**config.mk**
```make
export PLATFORM = sky130hd
export DESIGN_NAME = frame_queue_flow_control
export DESIGN_NICKNAME = d
export VERILOG_FILES = /design/src/fqfc_pkg.sv /design/src/fqfc_len_ram.sv /design/src/frame_queue_flow_control.sv
export SDC_FILE = /design/constraint.sdc
export NUM_CORES = 1
export LEC_CHECK = 0
export ABC_AREA = 1
export BUFFER_PORTS_ARGS = -buffer_cell sky130_fd_sc_hd__buf_2
export CAP_MARGIN = 20
export CORE_MARGIN = 4
export CORE_UTILIZATION = 58
export CTS_BUF_LIST = sky130_fd_sc_hd__clkbuf_2
export DETAILED_ROUTE_END_ITERATION = 16
export PLACE_DENSITY = 0.77
export SLEW_MARGIN = 0
export SYNTH_ARGS = -nofsm -noshare
export SYNTH_HDL_FRONTEND = slang
export SYNTH_SLANG_ARGS = --single-unit
```
**constraint.sdc**
```tcl
create_clock -name aclk -period 18.65 [get_ports aclk]
set_input_delay 3.73 -clock aclk [delete_from_list [all_inputs] [get_ports aclk]]
set_output_delay 3.73 -clock aclk [all_outputs]
set_load 0.05 [all_outputs]
```
**src/fqfc_pkg.sv**
```systemverilog
// Shared types, codes and limit arithmetic for the frame queue with flow control.
`timescale 1ns / 1ps

package fqfc_pkg;

    localparam int CFG_W     = 16;
    localparam int CFG_IDX_W = 3;
    localparam int GOP_W     = 16;
    localparam int MARK_W    = 6;
    localparam int TYPE_W    = 8;
    localparam int LIM_W     = GOP_W + 1;

    localparam logic [GOP_W-1:0]  GOP_RESET    = 16'd30;
    localparam logic [MARK_W-1:0] HIGH_RESET   = 6'd25;
    localparam logic [MARK_W-1:0] MIDDLE_RESET = 6'd20;
    localparam logic [TYPE_W-1:0] SPS_RESET    = 8'd103;
    localparam logic [TYPE_W-1:0] PPS_RESET    = 8'd104;
    localparam logic [GOP_W-1:0]  DIST_MAX     = 16'hFFFF;

    // x / 5 as (x * DIV5_MULT) >> DIV5_SHIFT, exact for x below 2^19
    localparam int PROD_IN_W  = LIM_W + 2;
    localparam int PROD_W     = 2 * PROD_IN_W;
    localparam int DIV5_SHIFT = 21;
    localparam logic [PROD_IN_W-1:0] DIV5_MULT = 19'd419431;

    typedef enum logic [1:0] {
        CMD_PUSH  = 2'd0,
        CMD_POP   = 2'd1,
        CMD_FLUSH = 2'd2
    } cmd_t;

    typedef enum logic [2:0] {
        ST_STORED    = 3'd0,
        ST_DISCARDED = 3'd1,
        ST_FULL      = 3'd2,
        ST_POPPED    = 3'd3,
        ST_EMPTY     = 3'd4,
        ST_FLUSHED   = 3'd5
    } status_t;

    typedef enum logic [1:0] {
        WM_LOW  = 2'd0,
        WM_MID  = 2'd1,
        WM_HIGH = 2'd2
    } wm_t;

    typedef enum logic [CFG_IDX_W-1:0] {
        CFG_GOP_LENGTH   = 3'd0,
        CFG_FLUENCY_MODE = 3'd1,
        CFG_HIGH_MARK    = 3'd2,
        CFG_MIDDLE_MARK  = 3'd3,
        CFG_SPS_TYPE     = 3'd4,
        CFG_PPS_TYPE     = 3'd5
    } cfg_idx_t;

    typedef struct packed {
        status_t status;
        wm_t     wm;
        logic    discarding;
    } result_t;

    function automatic logic [LIM_W-1:0] half_limit(input logic [GOP_W-1:0] gop);
        logic [LIM_W-1:0] sum;
        sum = {1'b0, gop} + LIM_W'(1);
        return sum >> 1;
    endfunction

    function automatic logic [LIM_W-1:0] four_fifths_limit(input logic [GOP_W-1:0] gop);
        logic [PROD_IN_W-1:0] scaled;
        logic [PROD_W-1:0]    prod;
        scaled = {({1'b0, gop} + LIM_W'(1)), 2'b00};
        prod   = {{PROD_IN_W{1'b0}}, scaled} * {{PROD_IN_W{1'b0}}, DIV5_MULT};
        return prod[DIV5_SHIFT +: LIM_W];
    endfunction

endpackage

```
**src/fqfc_len_ram.sv**
```systemverilog
// Frame length store: one write port, one read port with registered read data.
`timescale 1ns / 1ps

module fqfc_len_ram #(
    parameter int DEPTH  = 32,
    parameter int ADDR_W = 5,
    parameter int DATA_W = 21
) (
    input  logic              aclk,
    input  logic              wr_en,
    input  logic [ADDR_W-1:0] wr_addr,
    input  logic [DATA_W-1:0] wr_data,
    input  logic              rd_en,
    input  logic [ADDR_W-1:0] rd_addr,
    output logic [DATA_W-1:0] rd_data
);

    logic [DATA_W-1:0] mem [DEPTH];
    logic [DATA_W-1:0] rd_data_reg;

    always_ff @(posedge aclk) begin
        if (wr_en) begin
            mem[wr_addr] <= wr_data;
        end
    end

    always_ff @(posedge aclk) begin
        if (rd_en) begin
            rd_data_reg <= mem[rd_addr];
        end
    end

    assign rd_data = rd_data_reg;

endmodule

```
**src/frame_queue_flow_control.sv**
```systemverilog
// Top level: frame length ring with video-aware admission control.
//
// Input beats carry a command in s_tuser (push, pop, flush) and the frame's type
// byte and length in s_tdata. Every beat yields exactly one result beat on the
// m_ side: status in m_tuser, popped length, occupancy, watermark and discard
// flag in m_tdata.
// Accepted beats pass the stage register, then the result register; one beat is
// taken per cycle while m_tready keeps up, set by the single pass of pointer
// update and limit compares between the input port and the stage register. The
// length store is read on accept and its registered data feeds the result register.
// A stage register in front of the result register lets the block take a new
// beat while a result waits; when m_tready stays low both fill and s_tready
// drops until the result is taken.
// The user must write registers via cfg_we/cfg_addr/cfg_wdata only while the block
// is idle; the block does not enforce this. Reset (aresetn low, synchronous) empties
// the ring, clears the discard flag and key distance and loads register defaults.
// Length store contents are not cleared; only written entries are read back.
`timescale 1ns / 1ps

module frame_queue_flow_control #(
    parameter int QUEUE_SLOTS     = 32,
    parameter int MAX_FRAME_BYTES = 1048576,
    localparam int LEN_W  = $clog2(MAX_FRAME_BYTES + 1),
    localparam int OCC_W  = $clog2(QUEUE_SLOTS),
    localparam int IN_W   = ((8 + LEN_W + 7) / 8) * 8,
    localparam int OUT_W  = ((LEN_W + OCC_W + 3 + 7) / 8) * 8
) (
    input  logic                          aclk,
    input  logic                          aresetn,
    input  logic                          cfg_we,
    input  logic [fqfc_pkg::CFG_IDX_W-1:0] cfg_addr,
    input  logic [fqfc_pkg::CFG_W-1:0]     cfg_wdata,
    input  logic                          s_tvalid,
    output logic                          s_tready,
    input  logic [IN_W-1:0]               s_tdata,   // frame_type, frame_len, zero pad
    input  logic [1:0]                    s_tuser,   // command
    output logic                          m_tvalid,
    input  logic                          m_tready,
    output logic [OUT_W-1:0]              m_tdata,   // out_len, occupancy, watermark,
                                                     // discarding, zero pad
    output logic [2:0]                    m_tuser    // status
);

    import fqfc_pkg::*;

    localparam int PTR_W = OCC_W;
    localparam int CMP_W = (OCC_W > MARK_W) ? OCC_W : MARK_W;
    localparam logic [PTR_W-1:0] LAST_SLOT = PTR_W'(QUEUE_SLOTS - 1);
    localparam logic [PTR_W-1:0] KEY_LIMIT = PTR_W'(QUEUE_SLOTS - 1);
    localparam logic [PTR_W-1:0] STD_LIMIT = PTR_W'(QUEUE_SLOTS - 2);
    localparam logic [LEN_W-1:0] LEN_MAX   = LEN_W'(MAX_FRAME_BYTES);

    logic [GOP_W-1:0]  gop_reg;
    logic              fluency_reg;
    logic [MARK_W-1:0] high_mark_reg;
    logic [MARK_W-1:0] middle_mark_reg;
    logic [TYPE_W-1:0] sps_reg;
    logic [TYPE_W-1:0] pps_reg;
    logic [LIM_W-1:0]  half_reg;
    logic [LIM_W-1:0]  ff_reg;

    logic [PTR_W-1:0]  wr_ptr_reg, wr_ptr_next;
    logic [PTR_W-1:0]  rd_ptr_reg, rd_ptr_next;
    logic              flag_reg, flag_next;
    logic [GOP_W-1:0]  dist_reg, dist_next;

    logic              st_valid_reg;
    result_t           st_res_reg, st_res_next;
    logic [OCC_W-1:0]  st_occ_reg, st_occ_next;

    logic              out_valid_reg;
    result_t           out_res_reg;
    logic [OCC_W-1:0]  out_occ_reg;
    logic [LEN_W-1:0]  out_len_reg;

    logic              s_acc;
    logic              advance;
    cmd_t              cmd;
    logic [TYPE_W-1:0] in_type;
    logic [LEN_W-1:0]  in_len;
    logic [LEN_W-1:0]  len_clamped;
    logic              ram_we;
    logic [LEN_W-1:0]  ram_q;

    logic              is_param;
    logic [GOP_W-1:0]  dist_inc;
    logic [PTR_W-1:0]  occ_cur;
    wm_t               wm_cur;
    logic              raise;
    logic              flag_mid;

    function automatic logic [PTR_W-1:0] ptr_inc(input logic [PTR_W-1:0] p);
        return (p == LAST_SLOT) ? '0 : p + PTR_W'(1);
    endfunction

    function automatic logic [PTR_W-1:0] fill_of(input logic [PTR_W-1:0] w,
                                                  input logic [PTR_W-1:0] r);
        logic [PTR_W:0] sum;
        sum = {1'b0, w} + ((w < r) ? (PTR_W+1)'(QUEUE_SLOTS) : '0) - {1'b0, r};
        return sum[PTR_W-1:0];
    endfunction

    function automatic wm_t level_of(input logic [PTR_W-1:0] occ,
                                     input logic [MARK_W-1:0] hi,
                                     input logic [MARK_W-1:0] mid);
        logic [CMP_W-1:0] o;
        o = CMP_W'(occ);
        priority if (o >= CMP_W'(hi)) begin
            return WM_HIGH;
        end else if (o >= CMP_W'(mid)) begin
            return WM_MID;
        end else begin
            return WM_LOW;
        end
    endfunction

    assign cmd      = cmd_t'(s_tuser);
    assign in_type  = s_tdata[TYPE_W-1:0];
    assign in_len   = s_tdata[TYPE_W +: LEN_W];
    assign len_clamped = (in_len > LEN_MAX) ? LEN_MAX : in_len;

    assign advance  = st_valid_reg && (!out_valid_reg || m_tready);
    assign s_tready = !st_valid_reg || advance;
    assign s_acc    = s_tvalid && s_tready;

    always_ff @(posedge aclk) begin
        if (!aresetn) begin
            gop_reg         <= GOP_RESET;
            fluency_reg     <= 1'b0;
            high_mark_reg   <= HIGH_RESET;
            middle_mark_reg <= MIDDLE_RESET;
            sps_reg         <= SPS_RESET;
            pps_reg         <= PPS_RESET;
            half_reg        <= half_limit(GOP_RESET);
            ff_reg          <= four_fifths_limit(GOP_RESET);
        end else if (cfg_we) begin
            unique case (cfg_idx_t'(cfg_addr))
                CFG_GOP_LENGTH: begin
                    gop_reg  <= cfg_wdata[GOP_W-1:0];
                    half_reg <= half_limit(cfg_wdata[GOP_W-1:0]);
                    ff_reg   <= four_fifths_limit(cfg_wdata[GOP_W-1:0]);
                end
                CFG_FLUENCY_MODE: fluency_reg     <= cfg_wdata[0];
                CFG_HIGH_MARK:    high_mark_reg   <= cfg_wdata[MARK_W-1:0];
                CFG_MIDDLE_MARK:  middle_mark_reg <= cfg_wdata[MARK_W-1:0];
                CFG_SPS_TYPE:     sps_reg         <= cfg_wdata[TYPE_W-1:0];
                CFG_PPS_TYPE:     pps_reg         <= cfg_wdata[TYPE_W-1:0];
                default: begin
                end
            endcase
        end
    end

    always_comb begin
        wr_ptr_next = wr_ptr_reg;
        rd_ptr_next = rd_ptr_reg;
        flag_next   = flag_reg;
        dist_next   = dist_reg;
        ram_we      = 1'b0;
        st_res_next.status = ST_FLUSHED;

        is_param = (in_type == sps_reg) || (in_type == pps_reg);
        dist_inc = (dist_reg == DIST_MAX) ? dist_reg : dist_reg + GOP_W'(1);
        occ_cur  = fill_of(wr_ptr_reg, rd_ptr_reg);
        wm_cur   = level_of(occ_cur, high_mark_reg, middle_mark_reg);
        raise    = ((wm_cur == WM_HIGH) && ({1'b0, dist_inc} > half_reg)) ||
                   ((wm_cur == WM_MID) && ({1'b0, dist_inc} > ff_reg));
        flag_mid = raise ? fluency_reg : 1'b0;

        unique case (cmd)
            CMD_PUSH: begin
                if (is_param) begin
                    flag_next = 1'b0;
                    dist_next = '0;
                    if (occ_cur >= KEY_LIMIT) begin
                        st_res_next.status = ST_FULL;
                    end else begin
                        ram_we             = 1'b1;
                        wr_ptr_next        = ptr_inc(wr_ptr_reg);
                        st_res_next.status = ST_STORED;
                    end
                end else begin
                    dist_next = dist_inc;
                    if (flag_reg) begin
                        st_res_next.status = ST_DISCARDED;
                    end else if (occ_cur >= STD_LIMIT) begin
                        flag_next = flag_mid ? 1'b1 :
                                    (({1'b0, dist_inc} > half_reg) ? fluency_reg : 1'b0);
                        st_res_next.status = ST_FULL;
                    end else begin
                        flag_next          = flag_mid;
                        ram_we             = 1'b1;
                        wr_ptr_next        = ptr_inc(wr_ptr_reg);
                        st_res_next.status = ST_STORED;
                    end
                end
            end
            CMD_POP: begin
                if (wr_ptr_reg == rd_ptr_reg) begin
                    st_res_next.status = ST_EMPTY;
                end else begin
                    rd_ptr_next        = ptr_inc(rd_ptr_reg);
                    st_res_next.status = ST_POPPED;
                end
            end
            default: begin
                wr_ptr_next        = rd_ptr_reg;
                st_res_next.status = ST_FLUSHED;
            end
        endcase

        st_occ_next            = fill_of(wr_ptr_next, rd_ptr_next);
        st_res_next.wm         = level_of(st_occ_next, high_mark_reg, middle_mark_reg);
        st_res_next.discarding = flag_next;
    end

    fqfc_len_ram #(
        .DEPTH  (QUEUE_SLOTS),
        .ADDR_W (PTR_W),
        .DATA_W (LEN_W)
    ) u_len_ram (
        .aclk    (aclk),
        .wr_en   (s_acc && ram_we),
        .wr_addr (wr_ptr_reg),
        .wr_data (len_clamped),
        .rd_en   (s_acc),
        .rd_addr (rd_ptr_reg),
        .rd_data (ram_q)
    );

    always_ff @(posedge aclk) begin
        if (!aresetn) begin
            wr_ptr_reg <= '0;
            rd_ptr_reg <= '0;
            flag_reg   <= 1'b0;
            dist_reg   <= '0;
        end else if (s_acc) begin
            wr_ptr_reg <= wr_ptr_next;
            rd_ptr_reg <= rd_ptr_next;
            flag_reg   <= flag_next;
            dist_reg   <= dist_next;
        end
    end

    always_ff @(posedge aclk) begin
        if (!aresetn) begin
            st_valid_reg <= 1'b0;
        end else if (s_acc) begin
            st_valid_reg <= 1'b1;
        end else if (advance) begin
            st_valid_reg <= 1'b0;
        end
    end

    always_ff @(posedge aclk) begin
        if (s_acc) begin
            st_res_reg <= st_res_next;
            st_occ_reg <= st_occ_next;
        end
    end

    always_ff @(posedge aclk) begin
        if (!aresetn) begin
            out_valid_reg <= 1'b0;
        end else if (advance) begin
            out_valid_reg <= 1'b1;
        end else if (m_tready) begin
            out_valid_reg <= 1'b0;
        end
    end

    always_ff @(posedge aclk) begin
        if (advance) begin
            out_res_reg <= st_res_reg;
            out_occ_reg <= st_occ_reg;
            out_len_reg <= (st_res_reg.status == ST_POPPED) ? ram_q : '0;
        end
    end

    assign m_tvalid = out_valid_reg;
    assign m_tuser  = out_res_reg.status;
    assign m_tdata  = OUT_W'({out_res_reg.discarding, out_res_reg.wm, out_occ_reg, out_len_reg});

endmodule
```
# == Word-level counts from Yosys, hierarchy flattened ==
# Memory sizes are Yosys's and may differ from the RTL's. A register that Yosys moved wholly into a read port is not among the register bits.
# Index checks and enable logic that the tools add are counted.
# totals
ff_bits,134
ramBits,672
input_bits,58
elab_cells,117
memories,1
# classes
add_sub_neg,8
multipliers,1
n_lt_le_gt_ge,9
n_eq_ne,15
mux,39
reduce_logical,22
# memory_table
name,words,word_bits,rd,rd_ports_with_merged_regs,write_ports,line,text
u_len_ram.mem,32,21,1,1,1,fqfc_len_ram.sv:18,logic [DATA_W-1:0] mem [DEPTH];
# ops
cell,n
$mux W5,8
$mul A17 B19 Y36 const B,1
$mux W16,2
$ge A5 B6 Y1,4
$gt A21 B21 Y1 const B,1
$mux W21,1
$mux W1,20
$add A16 B1 Y17 const B,1
$gt A16 B17 Y1,1
$add A16 B1 Y16 const B,1
$eq A16 B16 Y1 const B,1
$eq A8 B8 Y1,2
$gt A16 B16 Y1,1
$reduce_and A2 Y1,7
$add A5 B1 Y5 const B,2
$add A5 B5 Y5 const B,2
$eq A5 B5 Y1 const B,2
$ge A5 B5 Y1 const B,2
$pmux W5 S2,1
$sub A5 B5 Y5,2
$eq A3 B2 Y1 const B,3
$mux W2,4
$eq A3 B3 Y1 const B,2
$mux W3,2
11 further kinds,21

# == Logic depth before layout (Yosys ltp) ==
# depth
ltp_word,14
ltp_mapped,35

# == Modules after synthesis ==
# From an unflattened synthesis, not the netlist that was laid out.
# unflattened
cells_unflattened,4115
hier_area_um2,41243.3
# modules_own_cells
mod,n_inst,cells_each,area_each_um2,seq_area_each_um2
fqfc_len_ram,1,2338,27777.9,20810.0
frame_queue_flow_control,1,1777,13465.4,3113.0

# == Worst setup path after synthesis ==
# OpenSTA, ideal clock, no wires.
# synth_path
path_type,input -> register
from,input cfg_wdata[0] in the netlist's numbering
to,register ff_reg[6]
t_arrival_ps,9067
t_required_ps,18541
slack_ps,9474
stages,29
path_buffers,0
path_cell_list,ha_1 -> nand4_1 -> nor2_2 -> nand2_1 -> nor2_2 -> nand4_1 -> nor2_1 -> nor2_1 -> fa_1 -> inv_1 -> fa_1 -> inv_1 -> fa_1 -> inv_1 -> fa_1 -> fa_1 -> inv_1 -> fa_1 -> ha_1 -> a21o_1 -> nor2_1 -> a21boi_0 -> nand2_1 -> a21oi_1 -> inv_1 -> nand2_1 -> nand3_1 -> nand2_1 -> inv_1
# synth_via
elab_chain_len,2
# synth_rtl
element,line,text
"start, declared",frame_queue_flow_control.sv:32,"input logic [fqfc_pkg::CFG_W-1:0] cfg_wdata,"
$add A16 B1 Y17,fqfc_pkg.sv:71,"scaled = {({1'b0, gop} + LIM_W'(1)), 2'b00};"
$mul A17 B19 Y36,fqfc_pkg.sv:72,"prod = {{PROD_IN_W{1'b0}}, scaled} * {{PROD_IN_W{1'b0}}, DIV5_MULT};"
"end signal, assigned",frame_queue_flow_control.sv:135,ff_reg <= four_fifths_limit(GOP_RESET);
"end signal, assigned",frame_queue_flow_control.sv:141,ff_reg <= four_fifths_limit(cfg_wdata[GOP_W-1:0]);
"end, declared",frame_queue_flow_control.sv:60,logic [LIM_W-1:0] ff_reg;
# No other way between the ends.
# A chain may end at the register's enable or synchronous reset.

# == Final worst setup path ==
# Same ends and word-level chain as after synthesis.

==> out/metrics.cfg <==
[pwr]
power.total_w = 0.00510
vdd_drop_max_mv = 0.125
p_leak_nw = 17.4
powerDensity_nw_per_um2 = 117

[sta]
finalCriticalPeriod_ns = 8.89
skew_ns = 0.138
hold_viol = 0
worst_slew_pin_slew_ns = 1.01
rsz0062_at_grt = false
fmax_mhz = 113
finalSetupViolations = 0
timing.setup.tns_ns = 0
drv_slew = 0
fin_crit_sh_pct = 47.7
slew_headroom_pct = 32.9

[final_layout]
nets = 4192
drive_gt1_share_pct = 14.1
postLayoutCellArea_um2 = 43700
area_growth_pct = 8.60
post-route-util_pct = 63.6
largest_reg_flops = 672

[detailed_routing]
vias = 28889
highest_layer = met5
wl_met3_mm = 12.2
vias_per_cell = 5.87
wirelength_mm = 103
route.met2.wl_mm = 46.5
drc_errors = 0
firstDrtPassIters = 6
drt_iter0_markers = 3391
antenna_left = 0
wl_per_cell_um = 20.9
m1WireLength_mm = 40.8

[placed_design]
gp_congestion = 0.946
placed_cell_area_um2 = 42000
hpwlAfterDp_mm = 65.7
io_buffers = 88

[synthesis]
avgSynthCellArea_um2 = 11.0
yosysWarnings = 0
synth_area_um2 = 40200
synth_edf_count = 736
synthTopCellsByArea = edfxtp_1 (55%), ha_1 (6.0%), o21ai_0 (5.5%), nor2_1 (5.1%), dfxtp_1 (4.5%)
synth_top_area_share_pct = 54.9
synth-async-reset-ratio_pct = 0
ys_seq_elements = 827
synth_flop_cell = edfxtp_1
yosysTopAreaCell = edfxtp_1
synth_common_cells = edfxtp_1 (736), nor2_1 (551), o21ai_0 (446)
ys_types = 51
netlist_instances = 3667
seq_area_frac_synth_pct = 59.5
synth.most_common_cell = edfxtp_1

[hold_path]
min_path_type = reg2reg
hp-start = st_occ_reg[3]$_DFFE_PP_
holdPathStages = 0

[cts]
cts-hold-fix-buffers = 0
htree_levels = 4
clkTransAtPathRegs_ns = 0.11
cts_resized = 0
cts_tree = built
cts_setup_buffers = 0
cts_sinks = 827
clockRootBuffer = clkbuf_2
insertion_delay_ns = 1.50
clock_path_buffers = 3
cts_buffers = 188

[grt]
grt_max_degree = 169
grt_pass1_vias = 27575
overflow = 0
grt_pass1_wl_mm = 156
grt_antenna_before_repair = 4
track_usage_pct = 27.5

[setup_path]
r2r_start = rd_ptr_reg[2]$_SDFFE_PN0P_
crit_path_start_kind = input pin
setup.worst_path.start = cfg_wdata[0]
required_ns = 19.98
crit_slowest_cell = fa_1
slowest_delay_ns = 0.52
critPathCaptureType = register
crit_fanout = 7
rr_worst_depth = 26
worstPathArrival_ns = 10.22
worst-setup-path-type = in2reg

[die]
start_util_pct = 58.6
ios = 95
dieArea_um2 = 73600
fp-row-count = 96
die_height_um = 271
core-area_um2 = 68700
die_w_um = 271

[flow_run]
drv_cap = 0

[outcome]
outcome = finished, final reports clean

[worst max-delay path, delay by kind of cell]
kind	cells	cell delay, ns
adders and majority gates	8	3.42
buffers and inverters	7	0.64
and+or+nand+nor	12	1.68
AOI/OAI and AO/OA	4	0.74
[report_power, final]
| part | internal, W | total [W] | switching [W] |
|---|---|---|---|
| Sequential | 0.00204 | 0.00206 | 0.0000187 |
| Clock | 0.000424 | 0.00112 | 0.000696 |
| Combinational | 0.000634 | 0.00192 | 0.00128 |
| Total | 0.00310 | 0.00510 | 0.00200 |
[cell usage in the layout, fill, tap and decap left out, drive strengths merged, types with 4 or more instances in the layout]
| cell | count |
|---|---|
| nand4 | 26 |
| or2 | 4 |
| inv | 427 |
| xnor2 | 8 |
| diode | 8 |
| a31oi | 33 |
| o21ai | 458 |
| ha | 194 |
| edfxtp | 736 |
| o211ai | 10 |
| a21oi | 135 |
| a32oi | 18 |
| nand3 | 118 |
| nand2 | 315 |
| nor2 | 558 |
| nor3 | 25 |
| a21o | 8 |
| xor2 | 35 |
| o22ai | 48 |
| clkinv | 40 |
| dfxtp | 91 |
| nor4 | 5 |
| o21a | 5 |
| fa | 90 |
| o221ai | 124 |
| buf | 167 |
| o21bai | 8 |
| clkbuf | 276 |
[logic make-up after synthesis]
kind of cell	synth area share (%)
buffers and inverters	5.75
AOI/OAI and AO/OA	12.5
other	0.00932
and+or+nand+nor	10.8
DFF	59.5
adders and majority gates	10.5
xor gates and xnor gates	0.955
[metrics by stage]
step	instances	hold slack, ns	setup WS (ns)
detailed placement	4588	0.407	8.41
CTS	4911	0.425	9.92
global route	4921	0.438	9.45
finish	4922	0.426	9.76
floorplan	3669	0.400	9.47
global placement	4582	0.400	8.48
[final cells by class]
class,count,area [um2]
clock buffers,276,1380
multi-input cells,2241,14100
repair buffers,167,1160
fillers,5375,25000
flip-flops and latches,827,23900
inverters,425,1610
diodes,8,20.0
clock inverters,47,273
well taps,931,1160
[path summary, 6_finish.rpt]
kind,to,slack (ns)
max,ff_reg[6]$_SDFFE_PN0P_,9.76
min,out_occ_reg[3]$_DFFE_PP_,0.43
max reg2reg,st_res_reg[1]$_SDFFCE_PP0P_,13.21
min reg2reg,out_occ_reg[3]$_DFFE_PP_,0.43
[layer usage]
metal | up-vias | global-route usage [%]
li1 | 13395 | -
met1 | 13638 | 38.1
met2 | 1659 | 42.1
met3 | 195 | 7.02
met4 | 2 | 11.1
met5 | - | 0
Power figures use the tool's default switching activity.
